$ cat config.mk
export PLATFORM = sky130hd
export DESIGN_NAME = temporal_logic_tokenizer_flat
export DESIGN_NICKNAME = d
export VERILOG_FILES = /design/src/hw/rtl/tlt_pkg.sv /design/src/hw/rtl/tlt_req_if.sv /design/src/hw/rtl/tlt_rsp_if.sv /design/src/hw/rtl/temporal_logic_tokenizer.sv /design/src/flat_wrapper.sv
export SDC_FILE = /design/constraint.sdc
export NUM_CORES = 1
export LEC_CHECK = 0
export BUFFER_PORTS_ARGS = -buffer_cell sky130_fd_sc_hd__buf_2
export CELL_PAD_IN_SITES_DETAIL_PLACEMENT = 1
export CELL_PAD_IN_SITES_GLOBAL_PLACEMENT = 1
export CORE_AREA = 8 8 172 174
export DETAILED_ROUTE_END_ITERATION = 10
export DIE_AREA = 0 0 180 182
export PLACE_DENSITY_LB_ADDON = 0.15
export SYNTH_ARGS = -nofsm -noshare
export SYNTH_HDL_FRONTEND = slang
export SYNTH_SLANG_ARGS = --single-unit
$ cat constraint.sdc
create_clock -name clock -period 4.8 [get_ports clock]
set_input_delay 0.48 -clock clock [delete_from_list [all_inputs] [get_ports clock]]
set_output_delay 0.48 -clock clock [all_outputs]
set_load 0.1 [all_outputs]
$ cat src/hw/rtl/tlt_pkg.sv
package tlt_pkg;

   localparam int KIND_BITS   = 5;
   localparam int CHAR_BITS   = 8;
   localparam int QUEUE_DEPTH = 4;
   localparam int COUNT_BITS  = $clog2(QUEUE_DEPTH + 1);

   typedef enum logic [KIND_BITS-1:0] {
      KIND_END        = 5'd0,
      KIND_LPAREN     = 5'd1,
      KIND_RPAREN     = 5'd2,
      KIND_NOT        = 5'd3,
      KIND_NEXT       = 5'd4,
      KIND_ALWAYS     = 5'd5,
      KIND_EVENTUALLY = 5'd6,
      KIND_UNTIL      = 5'd7,
      KIND_WEAK_UNTIL = 5'd8,
      KIND_RELEASE    = 5'd9,
      KIND_AND        = 5'd10,
      KIND_OR         = 5'd11,
      KIND_IMPLIES    = 5'd12,
      KIND_TRUE       = 5'd13,
      KIND_FALSE      = 5'd14,
      KIND_IDENT      = 5'd15,
      KIND_ERROR      = 5'd16
   } kind_type;

   typedef enum logic [2:0] {
      MODE_IDLE   = 3'd0,
      MODE_SLASH  = 3'd1,
      MODE_BSLASH = 3'd2,
      MODE_MINUS  = 3'd3,
      MODE_IDENT  = 3'd4,
      MODE_ERROR  = 3'd5
   } scan_mode_type;

   typedef enum logic [1:0] {
      KW_NONE  = 2'd0,
      KW_TRUE  = 2'd1,
      KW_FALSE = 2'd2
   } keyword_type;

   localparam logic [CHAR_BITS-1:0] CH_SPACE  = 8'h20;
   localparam logic [CHAR_BITS-1:0] CH_TAB    = 8'h09;
   localparam logic [CHAR_BITS-1:0] CH_LF     = 8'h0A;
   localparam logic [CHAR_BITS-1:0] CH_VT     = 8'h0B;
   localparam logic [CHAR_BITS-1:0] CH_FF     = 8'h0C;
   localparam logic [CHAR_BITS-1:0] CH_CR     = 8'h0D;
   localparam logic [CHAR_BITS-1:0] CH_LPAREN = 8'h28;
   localparam logic [CHAR_BITS-1:0] CH_RPAREN = 8'h29;
   localparam logic [CHAR_BITS-1:0] CH_BANG   = 8'h21;
   localparam logic [CHAR_BITS-1:0] CH_X      = 8'h58;
   localparam logic [CHAR_BITS-1:0] CH_G      = 8'h47;
   localparam logic [CHAR_BITS-1:0] CH_F      = 8'h46;
   localparam logic [CHAR_BITS-1:0] CH_U      = 8'h55;
   localparam logic [CHAR_BITS-1:0] CH_W      = 8'h57;
   localparam logic [CHAR_BITS-1:0] CH_R      = 8'h52;
   localparam logic [CHAR_BITS-1:0] CH_SLASH  = 8'h2F;
   localparam logic [CHAR_BITS-1:0] CH_BSLASH = 8'h5C;
   localparam logic [CHAR_BITS-1:0] CH_MINUS  = 8'h2D;
   localparam logic [CHAR_BITS-1:0] CH_GT     = 8'h3E;
   localparam logic [CHAR_BITS-1:0] CH_LOW_A  = 8'h61;
   localparam logic [CHAR_BITS-1:0] CH_LOW_Z  = 8'h7A;
   localparam logic [CHAR_BITS-1:0] CH_ZERO   = 8'h30;
   localparam logic [CHAR_BITS-1:0] CH_NINE   = 8'h39;
   localparam logic [CHAR_BITS-1:0] CH_LOW_T  = 8'h74;
   localparam logic [CHAR_BITS-1:0] CH_LOW_F  = 8'h66;

   localparam int TRUE_LEN  = 4;
   localparam int FALSE_LEN = 5;

   // letters of the keyword "true"
   function automatic logic [CHAR_BITS-1:0] true_char(input logic [1:0] idx);
      logic [CHAR_BITS-1:0] ch;
      unique case (idx)
         2'd0: ch = 8'h74;
         2'd1: ch = 8'h72;
         2'd2: ch = 8'h75;
         default: ch = 8'h65;
      endcase
      return ch;
   endfunction

   // letters of the keyword "false"; index 5 and up never reaches here
   function automatic logic [CHAR_BITS-1:0] false_char(input logic [2:0] idx);
      logic [CHAR_BITS-1:0] ch;
      unique case (idx)
         3'd0: ch = 8'h66;
         3'd1: ch = 8'h61;
         3'd2: ch = 8'h6C;
         3'd3: ch = 8'h73;
         default: ch = 8'h65;
      endcase
      return ch;
   endfunction

   function automatic logic is_word_char(input logic [CHAR_BITS-1:0] ch);
      return ((ch >= CH_LOW_A) && (ch <= CH_LOW_Z)) || ((ch >= CH_ZERO) && (ch <= CH_NINE));
   endfunction

endpackage

$ cat src/hw/rtl/tlt_req_if.sv
interface tlt_req_if import tlt_pkg::*; ();
   logic                 valid;
   logic                 ready;
   logic [CHAR_BITS-1:0] char_code;
   logic                 end_of_input;

   modport source (output valid, output char_code, output end_of_input, input ready);
   modport sink (input valid, input char_code, input end_of_input, output ready);
endinterface

$ cat src/hw/rtl/tlt_rsp_if.sv
interface tlt_rsp_if import tlt_pkg::*; #(
   parameter int POS_BITS = 16,
   parameter int LEN_BITS = 8
) ();
   logic                 valid;
   logic                 ready;
   logic [KIND_BITS-1:0] token_kind;
   logic [POS_BITS-1:0]  start_position;
   logic [LEN_BITS-1:0]  ident_length;
   logic                 last_of_run;

   modport source (
      output valid, output token_kind, output start_position,
      output ident_length, output last_of_run, input ready
   );
   modport sink (
      input valid, input token_kind, input start_position,
      input ident_length, input last_of_run, output ready
   );
endinterface

$ cat src/hw/rtl/temporal_logic_tokenizer.sv
// Temporal-logic tokenizer: scans a formula one byte per beat and emits tokens.
// req_bus (sink): char_code plus end_of_input; end_of_input flushes any pending
//   token, emits End and returns the scanner to its reset state (position 0).
// rsp_bus (source): token_kind, start_position, ident_length, last_of_run.
//   A request beat yields zero, one or two response beats; last_of_run marks
//   the final one of each request.
// A token enters the queue with the request beat that settles it and reaches
//   rsp_bus after the entries ahead of it. Throughput: one request beat per cycle
//   while req_bus.ready is high; a four-entry queue yields one response per ready cycle.
// req_bus.ready is high while the queue holds at most two entries, so a request
//   that makes two tokens always fits. A rare two-token request stalls the next
//   request only if the queue has not drained.
// When the receiver stalls, responses hold in the queue; once it holds three or
//   more, req_bus.ready drops until rsp_bus drains it back to two entries.
// Reset (synchronous, active high): empties the queue and clears the scanner
//   state to idle at position 0.
module temporal_logic_tokenizer import tlt_pkg::*; #(
   parameter int POS_BITS = 16,
   parameter int LEN_BITS = 8
) (
   input  logic       clock,
   input  logic       reset,
   tlt_req_if.sink    req_bus,
   tlt_rsp_if.source  rsp_bus
);

   localparam logic [POS_BITS-1:0] POS_MAX = '1;
   localparam logic [LEN_BITS-1:0] LEN_MAX = '1;

   // scanner state
   logic [POS_BITS-1:0] char_position_ff, char_position_in;
   scan_mode_type       scan_mode_ff, scan_mode_in;
   logic [POS_BITS-1:0] ident_start_ff, ident_start_in;
   logic [LEN_BITS-1:0] ident_count_ff, ident_count_in;
   keyword_type         keyword_match_ff, keyword_match_in;

   // response queue, head at entry 0
   logic [KIND_BITS-1:0]  q_kind_ff [QUEUE_DEPTH];
   logic [POS_BITS-1:0]   q_pos_ff  [QUEUE_DEPTH];
   logic [LEN_BITS-1:0]   q_len_ff  [QUEUE_DEPTH];
   logic                  q_last_ff [QUEUE_DEPTH];
   logic [KIND_BITS-1:0]  q_kind_in [QUEUE_DEPTH];
   logic [POS_BITS-1:0]   q_pos_in  [QUEUE_DEPTH];
   logic [LEN_BITS-1:0]   q_len_in  [QUEUE_DEPTH];
   logic                  q_last_in [QUEUE_DEPTH];
   logic [COUNT_BITS-1:0] count_ff, count_in;

   logic req_take;
   logic rsp_take;

   // tokens made by the current beat
   logic                 a_valid, b_valid;
   kind_type             a_kind, b_kind;
   logic [POS_BITS-1:0]  a_pos;
   logic [LEN_BITS-1:0]  a_len;

   // what an idle-state character does
   logic                 ic_emit;
   kind_type             ic_kind;
   scan_mode_type        ic_mode;
   logic                 ic_start;
   logic                 ic_word;
   logic [CHAR_BITS-1:0] ch;
   kind_type             flush_kind;
   kind_type             op_kind;
   logic [CHAR_BITS-1:0] op_want;
   keyword_type          kw_ext;
   logic [LEN_BITS-1:0]  count_ext;

   assign ch       = req_bus.char_code;
   assign req_take = req_bus.valid && req_bus.ready;
   assign rsp_take = rsp_bus.valid && rsp_bus.ready;

   // room for two tokens is kept free before a beat is taken
   assign req_bus.ready = (count_ff <= COUNT_BITS'(QUEUE_DEPTH - 2));

   assign rsp_bus.valid          = (count_ff != '0);
   assign rsp_bus.token_kind     = q_kind_ff[0];
   assign rsp_bus.start_position = q_pos_ff[0];
   assign rsp_bus.ident_length   = q_len_ff[0];
   assign rsp_bus.last_of_run    = q_last_ff[0];

   // classify a character seen from the idle state
   always_comb begin
      ic_emit  = 1'b0;
      ic_kind  = KIND_ERROR;
      ic_mode  = MODE_IDLE;
      ic_start = 1'b0;
      ic_word  = 1'b0;
      priority case (ch)
         CH_SPACE, CH_TAB, CH_LF, CH_VT, CH_FF, CH_CR: ic_emit = 1'b0;
         CH_LPAREN: begin ic_emit = 1'b1; ic_kind = KIND_LPAREN;     end
         CH_RPAREN: begin ic_emit = 1'b1; ic_kind = KIND_RPAREN;     end
         CH_BANG:   begin ic_emit = 1'b1; ic_kind = KIND_NOT;        end
         CH_X:      begin ic_emit = 1'b1; ic_kind = KIND_NEXT;       end
         CH_G:      begin ic_emit = 1'b1; ic_kind = KIND_ALWAYS;     end
         CH_F:      begin ic_emit = 1'b1; ic_kind = KIND_EVENTUALLY; end
         CH_U:      begin ic_emit = 1'b1; ic_kind = KIND_UNTIL;      end
         CH_W:      begin ic_emit = 1'b1; ic_kind = KIND_WEAK_UNTIL; end
         CH_R:      begin ic_emit = 1'b1; ic_kind = KIND_RELEASE;    end
         CH_SLASH:  begin ic_mode = MODE_SLASH;  ic_start = 1'b1; end
         CH_BSLASH: begin ic_mode = MODE_BSLASH; ic_start = 1'b1; end
         CH_MINUS:  begin ic_mode = MODE_MINUS;  ic_start = 1'b1; end
         default: begin
            if (is_word_char(ch)) begin
               ic_mode  = MODE_IDENT;
               ic_start = 1'b1;
               ic_word  = 1'b1;
            end else begin
               ic_emit = 1'b1;
               ic_kind = KIND_ERROR;
               ic_mode = MODE_ERROR;
            end
         end
      endcase
   end

   // keyword tracking when a word character extends the pending identifier
   always_comb begin
      kw_ext = keyword_match_ff;
      if (keyword_match_ff == KW_TRUE) begin
         if ((ident_count_ff >= LEN_BITS'(TRUE_LEN)) ||
             (ch != true_char(ident_count_ff[1:0])))
            kw_ext = KW_NONE;
      end else if (keyword_match_ff == KW_FALSE) begin
         if ((ident_count_ff >= LEN_BITS'(FALSE_LEN)) ||
             (ch != false_char(ident_count_ff[2:0])))
            kw_ext = KW_NONE;
      end
      count_ext = (ident_count_ff == LEN_MAX) ? ident_count_ff
                                              : ident_count_ff + LEN_BITS'(1);
   end

   always_comb begin
      flush_kind = KIND_IDENT;
      if ((keyword_match_ff == KW_TRUE) && (ident_count_ff == LEN_BITS'(TRUE_LEN)))
         flush_kind = KIND_TRUE;
      else if ((keyword_match_ff == KW_FALSE) &&
               (ident_count_ff == LEN_BITS'(FALSE_LEN)))
         flush_kind = KIND_FALSE;
   end

   always_comb begin
      unique case (scan_mode_ff)
         MODE_SLASH:  begin op_want = CH_BSLASH; op_kind = KIND_AND;     end
         MODE_BSLASH: begin op_want = CH_SLASH;  op_kind = KIND_OR;      end
         default:     begin op_want = CH_GT;     op_kind = KIND_IMPLIES; end
      endcase
   end

   // scanner next state and tokens of this beat
   always_comb begin
      char_position_in = char_position_ff;
      scan_mode_in     = scan_mode_ff;
      ident_start_in   = ident_start_ff;
      ident_count_in   = ident_count_ff;
      keyword_match_in = keyword_match_ff;
      a_valid = 1'b0;
      a_kind  = KIND_END;
      a_pos   = char_position_ff;
      a_len   = '0;
      b_valid = 1'b0;
      b_kind  = KIND_END;

      if (req_bus.end_of_input) begin
         // flush, emit End, back to reset state
         unique case (scan_mode_ff)
            MODE_IDENT: begin
               a_valid = 1'b1;
               a_kind  = flush_kind;
               a_pos   = ident_start_ff;
               a_len   = ident_count_ff;
               b_valid = 1'b1;
            end
            MODE_SLASH, MODE_BSLASH, MODE_MINUS: begin
               a_valid = 1'b1;
               a_kind  = KIND_ERROR;
               a_pos   = ident_start_ff;
               b_valid = 1'b1;
            end
            default: begin
               a_valid = 1'b1;
               a_kind  = KIND_END;
            end
         endcase
         char_position_in = '0;
         scan_mode_in     = MODE_IDLE;
         ident_start_in   = '0;
         ident_count_in   = '0;
         keyword_match_in = KW_NONE;
      end else begin
         unique case (scan_mode_ff)
            MODE_ERROR: begin
               // drop everything until end of input
            end
            MODE_SLASH, MODE_BSLASH, MODE_MINUS: begin
               a_valid = 1'b1;
               a_pos   = ident_start_ff;
               if (ch == op_want) begin
                  a_kind       = op_kind;
                  scan_mode_in = MODE_IDLE;
               end else begin
                  a_kind       = KIND_ERROR;
                  scan_mode_in = MODE_ERROR;
               end
            end
            MODE_IDENT: begin
               if (is_word_char(ch)) begin
                  keyword_match_in = kw_ext;
                  ident_count_in   = count_ext;
               end else begin
                  // emit the identifier, then treat the character as at idle
                  a_valid      = 1'b1;
                  a_kind       = flush_kind;
                  a_pos        = ident_start_ff;
                  a_len        = ident_count_ff;
                  b_valid      = ic_emit;
                  b_kind       = ic_kind;
                  scan_mode_in = ic_mode;
                  if (ic_start) ident_start_in = char_position_ff;
               end
            end
            default: begin
               a_valid      = ic_emit;
               a_kind       = ic_kind;
               scan_mode_in = ic_mode;
               if (ic_start) ident_start_in = char_position_ff;
               if (ic_word) begin
                  ident_count_in   = LEN_BITS'(1);
                  keyword_match_in = (ch == CH_LOW_T) ? KW_TRUE :
                                     (ch == CH_LOW_F) ? KW_FALSE : KW_NONE;
               end
            end
         endcase
         if (char_position_ff != POS_MAX)
            char_position_in = char_position_ff + POS_BITS'(1);
      end
   end

   // queue update: shift out the head, then append the new tokens
   always_comb begin
      logic [COUNT_BITS-1:0] base;
      logic                  push_a;
      logic                  push_b;
      base   = count_ff - COUNT_BITS'(rsp_take);
      push_a = req_take && a_valid;
      push_b = req_take && b_valid;
      for (int i = 0; i < QUEUE_DEPTH; i++) begin
         if (rsp_take && (i < QUEUE_DEPTH - 1)) begin
            q_kind_in[i] = q_kind_ff[(i + 1) % QUEUE_DEPTH];
            q_pos_in[i]  = q_pos_ff[(i + 1) % QUEUE_DEPTH];
            q_len_in[i]  = q_len_ff[(i + 1) % QUEUE_DEPTH];
            q_last_in[i] = q_last_ff[(i + 1) % QUEUE_DEPTH];
         end else begin
            q_kind_in[i] = q_kind_ff[i];
            q_pos_in[i]  = q_pos_ff[i];
            q_len_in[i]  = q_len_ff[i];
            q_last_in[i] = q_last_ff[i];
         end
         if (push_a && (base == COUNT_BITS'(i))) begin
            q_kind_in[i] = a_kind;
            q_pos_in[i]  = a_pos;
            q_len_in[i]  = a_len;
            q_last_in[i] = !b_valid;
         end
         if (push_b && (base + COUNT_BITS'(1) == COUNT_BITS'(i))) begin
            q_kind_in[i] = b_kind;
            q_pos_in[i]  = char_position_ff;
            q_len_in[i]  = '0;
            q_last_in[i] = 1'b1;
         end
      end
      count_in = base + COUNT_BITS'(push_a) + COUNT_BITS'(push_b);
   end

   always_ff @(posedge clock) begin
      if (reset) begin
         count_ff         <= '0;
         char_position_ff <= '0;
         scan_mode_ff     <= MODE_IDLE;
         ident_start_ff   <= '0;
         ident_count_ff   <= '0;
         keyword_match_ff <= KW_NONE;
      end else begin
         count_ff <= count_in;
         if (req_take) begin
            char_position_ff <= char_position_in;
            scan_mode_ff     <= scan_mode_in;
            ident_start_ff   <= ident_start_in;
            ident_count_ff   <= ident_count_in;
            keyword_match_ff <= keyword_match_in;
         end
      end
   end

   always_ff @(posedge clock) begin
      for (int i = 0; i < QUEUE_DEPTH; i++) begin
         q_kind_ff[i] <= q_kind_in[i];
         q_pos_ff[i]  <= q_pos_in[i];
         q_len_ff[i]  <= q_len_in[i];
         q_last_ff[i] <= q_last_in[i];
      end
   end

endmodule
$ cat src/flat_wrapper.sv
// flat-port wrapper written by rule: the top's interface ports become plain ports
module temporal_logic_tokenizer_flat import tlt_pkg::*;
#(
   parameter int POS_BITS = 16,
   parameter int LEN_BITS = 8
)
  (clock, reset, req_bus_valid, req_bus_char_code, req_bus_end_of_input, req_bus_ready, rsp_bus_valid, rsp_bus_token_kind, rsp_bus_start_position, rsp_bus_ident_length, rsp_bus_last_of_run, rsp_bus_ready);
  tlt_req_if req_bus_i ();
  tlt_rsp_if #(.POS_BITS(POS_BITS), .LEN_BITS(LEN_BITS)) rsp_bus_i ();
  input  logic clock;
  input  logic reset;
  input wire logic [$bits(req_bus_i.valid)-1:0] req_bus_valid;
  input wire logic [$bits(req_bus_i.char_code)-1:0] req_bus_char_code;
  input wire logic [$bits(req_bus_i.end_of_input)-1:0] req_bus_end_of_input;
  output wire logic [$bits(req_bus_i.ready)-1:0] req_bus_ready;
  output wire logic [$bits(rsp_bus_i.valid)-1:0] rsp_bus_valid;
  output wire logic [$bits(rsp_bus_i.token_kind)-1:0] rsp_bus_token_kind;
  output wire logic [$bits(rsp_bus_i.start_position)-1:0] rsp_bus_start_position;
  output wire logic [$bits(rsp_bus_i.ident_length)-1:0] rsp_bus_ident_length;
  output wire logic [$bits(rsp_bus_i.last_of_run)-1:0] rsp_bus_last_of_run;
  input wire logic [$bits(rsp_bus_i.ready)-1:0] rsp_bus_ready;
  assign req_bus_i.valid = req_bus_valid;
  assign req_bus_i.char_code = req_bus_char_code;
  assign req_bus_i.end_of_input = req_bus_end_of_input;
  assign req_bus_ready = req_bus_i.ready;
  assign rsp_bus_valid = rsp_bus_i.valid;
  assign rsp_bus_token_kind = rsp_bus_i.token_kind;
  assign rsp_bus_start_position = rsp_bus_i.start_position;
  assign rsp_bus_ident_length = rsp_bus_i.ident_length;
  assign rsp_bus_last_of_run = rsp_bus_i.last_of_run;
  assign rsp_bus_i.ready = rsp_bus_ready;
  temporal_logic_tokenizer #(.POS_BITS(POS_BITS), .LEN_BITS(LEN_BITS)) u_core (.clock(clock), .reset(reset), .req_bus(req_bus_i), .rsp_bus(rsp_bus_i));
endmodule
Word-level counts from Yosys, hierarchy flattened. Memory sizes are Yosys's and may differ from the RTL's. Index checks and enable logic that the tools add are counted.

Add/sub/neg operators: 6. Magnitude comparators: 7. Eq/ne operators: 53. Mux-type cells: 108. Reductions and logical operators: 40.

Operators by type and width (count): $mux 16 (19); $mux 8 (22); $mux 5 (18); $eq 8x7->1 const B (9); $pmux 16 s2 (2); $eq 8x6->1 const B (6); $pmux 5 s9 (1); $eq 8x4->1 const B (5); $pmux 5 s3 (2); $eq 3x2->1 const B (8); $mux 1 (21); $pmux 5 s4 (1); $mux 2 (9); $reduce_or 18->1 (1); $reduce_or 9->1 (2); $add 16x1->16 const B (1); $eq 8x3->1 const B (2); $ge 8x3->1 const B (2); $logic_and 1x1->1 (16); $ne 16x16->1 const B (1); $ne 8x8->1 (2); $pmux 8 s2 (1); $reduce_or 15->1 (1); $pmux 7 s2 (1); other kinds (41) (61).

Register bits after elaboration: 48. Memory bits (writable): 120. Input bits: 13. Output and inout bits: 32. Word-level logic and storage cells: 224. Memories: 4.

Memories: u_core.q_pos_ff (depth 4, width 16, read ports 4, clocked after memory_dff 0, wr ports 4, line temporal_logic_tokenizer.sv:39) `logic [POS_BITS-1:0] q_pos_ff [QUEUE_DEPTH];`; u_core.q_len_ff (depth 4, width 8, read ports 4, clocked after memory_dff 0, wr ports 4, line temporal_logic_tokenizer.sv:40) `logic [LEN_BITS-1:0] q_len_ff [QUEUE_DEPTH];`; u_core.q_kind_ff (depth 4, width 5, read ports 4, clocked after memory_dff 0, wr ports 4, line temporal_logic_tokenizer.sv:38) `logic [KIND_BITS-1:0] q_kind_ff [QUEUE_DEPTH];`; u_core.q_last_ff (depth 4, width 1, read ports 4, clocked after memory_dff 0, wr ports 4, line temporal_logic_tokenizer.sv:41) `logic q_last_ff [QUEUE_DEPTH];`.

Longest topological paths before layout.
Word-level depth: 12. Mapped depth: 14.

Least setup slack after synthesis. OpenSTA, ideal clock, no wires.

Path kind: flip-flop to flip-flop. Start: reg u_core.count_ff[2] (netlist name). End: mem u_core.q_kind_ff[3][0] (enable). Data arrival time: 4058 ps. Required time: 4419 ps. Path slack: 361 ps. Stages on the path, launching flop included: 14. Path buffers: 3. Period minus slack after synthesis: 4439 ps. Cells stage by stage: dfxtp_1 > or3_1 > and2_1 > clkbuf_1 > clkbuf_1 > ha_1 > ha_1 > xor2_1 > inv_1 > ha_1 > nand3_1 > a21oi_1 > clkbuf_1 > nand2b_1.

RTL lines (line): end: declaration (temporal_logic_tokenizer.sv:38).

==> impl_metrics.yaml <==
outcome:
  run_status: "finished, final reports clean"
logic_synthesis:
  ys_seq_elements: 168
  yosys_most_used_dff: "edfxtp_1"
  yosys_warnings: 0
  synth_cell_type_count: 78
  yosys.area.top_type: "edfxtp_1"
  postSynthAreaPerCell_um2: 9.99
  ys_seq_area_frac: 0.453
  synth_edf_count: 84
  async_reset_ff_frac: 0
  synth_area_leaders: "edfxtp_1, dfxtp_1, mux2i_1"
  synth.top_cell.area_share: 0.272
  syn_area_um2: 9280
  syn-num-nets: 958
  synth_cells: 929
timing:
  finalCritPeriodShare: 0.783
  rsz0062_at_grt: "no"
  worst_slew_pin_slew_ns: 1.09
  skew_ns: 0.0131
  min_period_ns: 3.76
  fmax_mhz: 266
  relSlewSlack: 0.271
  hold_viol: 0
  setup-tns-final_ns: 0
  drv_slew: 0
  finalSetupViolations: 0
clocking:
  clockRootBuffer: "clkbuf_16"
  worst_skew_pair.late_latency_ns: 0.43
  cts.clk_slew.worst_paths_ns: 0.07
  numClockSinks: 168
  post_cts_resize_count: 0
  numCtsBuffers: 17
  cts.path.max_buffers: 2
  cts_setup_buffers: 0
  htreeDepth: 4
  cts.hold.buffers_added: 0
  cts_tree: "built"
worst_hold_path:
  hold_class: "input port to flip-flop"
  min_from: "req_bus_valid"
  min_to: "u_core.scan_mode_ff[1]"
  whs_path_depth: 4
floorplan:
  rows: 60
  start_util: 0.348
  dieArea_um2: 32800
  chipHeight_um: 182
  io_pins: 45
  coreArea_um2: 26700
  dieWidth_um: 180
setup_path:
  cp-end-kind: "flip-flop"
  cp_max_fo: 34
  crit_type: "flip-flop to flip-flop"
  regToRegSetupSlack_ns: 1.04
  crit_required_ns: 5.06
  cp.arrival_ns: 4.02
  reg2reg_depth: 12
  startpoint_type: "flip-flop"
  reg2reg_from: "u_core.count_ff[2]"
  worstReg2RegEnd: "u_core.q_pos_ff[0][14]"
final_layout:
  multi_input_area_um2: 4670
  post-route-cell-area_um2: 10300
  drive_gt1_frac: 0.136
  ff_latch_area_um2: 4200
  antenna_cells_inserted: 0
  fin_nets: 956
  fillerInstances: 2936
  area_growth_pct: 10.8
drt:
  wire_per_inst_um: 19.8
  drt_iter0_drc: 431
  dr.pass1.iters: 5
  drc: 0
  antenna_left: 0
  viasPerCell: 5.48
  via_count: 7014
  wl_um: 25400
power_and_ir_drop:
  p_leak_nw: 3.96
  irDropWorstVdd_mv: 0.258
  powerDensity_nw_per_um2: 673
global_route:
  grt_pass1_vias: 7312
  grt_overflow: 0
  antenna_found_initial: 0
  grt_pass1_wl_um: 42100
  grt_max_degree: 39
  track_usage: 0.158
placement:
  dp_hpwl_um: 18100
  placed_area_um2: 9690
  io_buffer_count: 44
  place_congestion: 0.783
run:
  cap_violations: 0
[registers in the layout, summed over array words and instances, names as in the netlist, 4 cells and up]
signal and flops:
u_core.ident_count_ff 8, u_core.q_kind_ff 20, u_core.q_len_ff 32, u_core.q_last_ff 4, u_core.q_pos_ff 64, u_core.ident_start_ff 16
u_core.char_position_ff 16
[layout by cell type, fill, tap and decap left out, types with 4 or more instances in the layout]
cell type | synthesis | final
a211oi_1 | 22 | 22
a21o_1 | 4 | 4
a21oi_1 | 48 | 48
a2bb2oi_1 | 16 | 16
and2_1 | 27 | 26
and3_1 | 6 | 6
buf_2 | 14 | 44
buf_4 | 6 | 12
clkbuf_16 | 0 | 18
dfxtp_1 | 84 | 84
edfxtp_1 | 84 | 84
ha_1 | 15 | 15
inv_1 | 21 | 21
mux2_2 | 17 | 17
mux2i_1 | 89 | 89
nand2_1 | 56 | 56
nand2b_1 | 10 | 10
nand3_1 | 19 | 19
nand3b_1 | 19 | 19
nand4_1 | 7 | 7
nor2_1 | 87 | 87
nor2b_1 | 7 | 7
nor3_1 | 6 | 6
nor3b_1 | 5 | 5
nor4_1 | 4 | 4
o21ai_0 | 30 | 29
o21ai_1 | 5 | 6
o22ai_1 | 24 | 24
o2bb2ai_1 | 32 | 32
or2_2 | 4 | 4
or3_1 | 14 | 14
xnor2_1 | 7 | 7
xor2_1 | 11 | 11
[logic make-up after synthesis]
kind of cell | Yosys count | share of synthesized area
AOI/OAI and AO/OA | 225 | 0.173
muxes | 106 | 0.117
DFF | 168 | 0.453
xor gates and xnor gates | 18 | 0.0170
and+or+nand+nor | 298 | 0.170
buffers and inverters | 98 | 0.0480
adders and majority gates | 16 | 0.0224
[through the flow]
| step | hold WS, ns | total power [mW] | setup WS, ns | cells | utilization |
|---|---|---|---|---|---|
| 6_report | 0.448 | 6.92 | 1.04 | 1281 | 0.386 |
| 5_1_grt | 0.476 | 7.30 | 0.726 | 1281 | 0.386 |
| 4_1_cts | 0.433 | 6.99 | 0.997 | 1281 | 0.386 |
| 3_5_place_dp | 0.481 | 5.57 | 1.03 | 1249 | 0.364 |
| 3_3_place_gp | 0.460 | 5.49 | 1.12 | 1249 | 0.364 |
| 2_1_floorplan | 0.435 | 4.97 | 0.361 | 929 | - |
[worst max path at each step]
stage	slack (ns)	cells after the start	startpoint	end
after detailed placement	1.03	12	u_core.count_ff[2]	u_core.q_pos_ff[0][6]
after global placement	1.12	11	u_core.count_ff[2]	u_core.q_pos_ff[1][8]
after CTS	1.0	12	u_core.count_ff[2]	u_core.q_pos_ff[0][6]
after global routing	0.73	12	u_core.count_ff[2]	u_core.q_pos_ff[0][14]
after floorplan	0.36	13	u_core.count_ff[2]	u_core.q_kind_ff[3][0]
final	1.04	12	u_core.count_ff[2]	u_core.q_pos_ff[0][14]
[cells in the mapped netlist, drive strengths merged (3+ instances only)]
cell / instances
a211oi: 24
a21o: 4
a21oi: 53
a2bb2oi: 16
a31oi: 3
and2: 27
and3: 6
and3b: 3
and4: 3
buf: 26
clkbuf: 51
dfxtp: 84
edfxtp: 84
ha: 15
inv: 21
mux2: 17
mux2i: 89
nand2: 56
nand2b: 10
nand3: 19
nand3b: 19
nand4: 8
nor2: 88
nor2b: 7
nor3: 6
nor3b: 6
nor4: 4
nor4b: 3
o211ai: 5
o21a: 4
o21ai: 35
o21bai: 3
o22ai: 24
o2bb2ai: 32
o41ai: 3
or2: 7
or3: 14
or3b: 3
or4: 3
xnor2: 7
xor2: 11
[critical path: stages, from the launching register on]
cell and delay, ns:
dfxtp_1 0.33, or3_1 0.38, and2_2 0.22, ha_1 0.19, ha_1 0.19, xor2_1 0.29, inv_1 0.21, ha_1 0.40
nand3_1 0.13, a21oi_4 0.15, buf_4 0.39, a41o_1 0.54, o2bb2ai_1 0.20
[metal layers]
metal | track usage | vias up | part of all wire
met5 | 0 | - | 0
met4 | 0.0377 | 0 | 0.0088
met3 | 0.0281 | 15 | 0.033
met2 | 0.226 | 107 | 0.40
met1 | 0.241 | 3448 | 0.56
li1 | - | 3444 | -
[report_power, final]
group	internal, mW	switching [mW]	leakage, nW
sequential	2.16	0.160	1.49
clock	0.809	0.595	0.294
combinational	0.874	2.32	2.17
total	3.84	3.07	3.96
[layout make-up]
type / count / area share
Multi-Input combinational cell: 663 / 0.454
Sequential cell: 168 / 0.409
Clock buffer: 21 / 0.0449
Tap cell: 341 / 0.0415
Timing Repair Buffer: 56 / 0.0302
Clock inverter: 11 / 0.0129
Inverter: 21 / 0.00767
(Power assumes the default switching activity.)
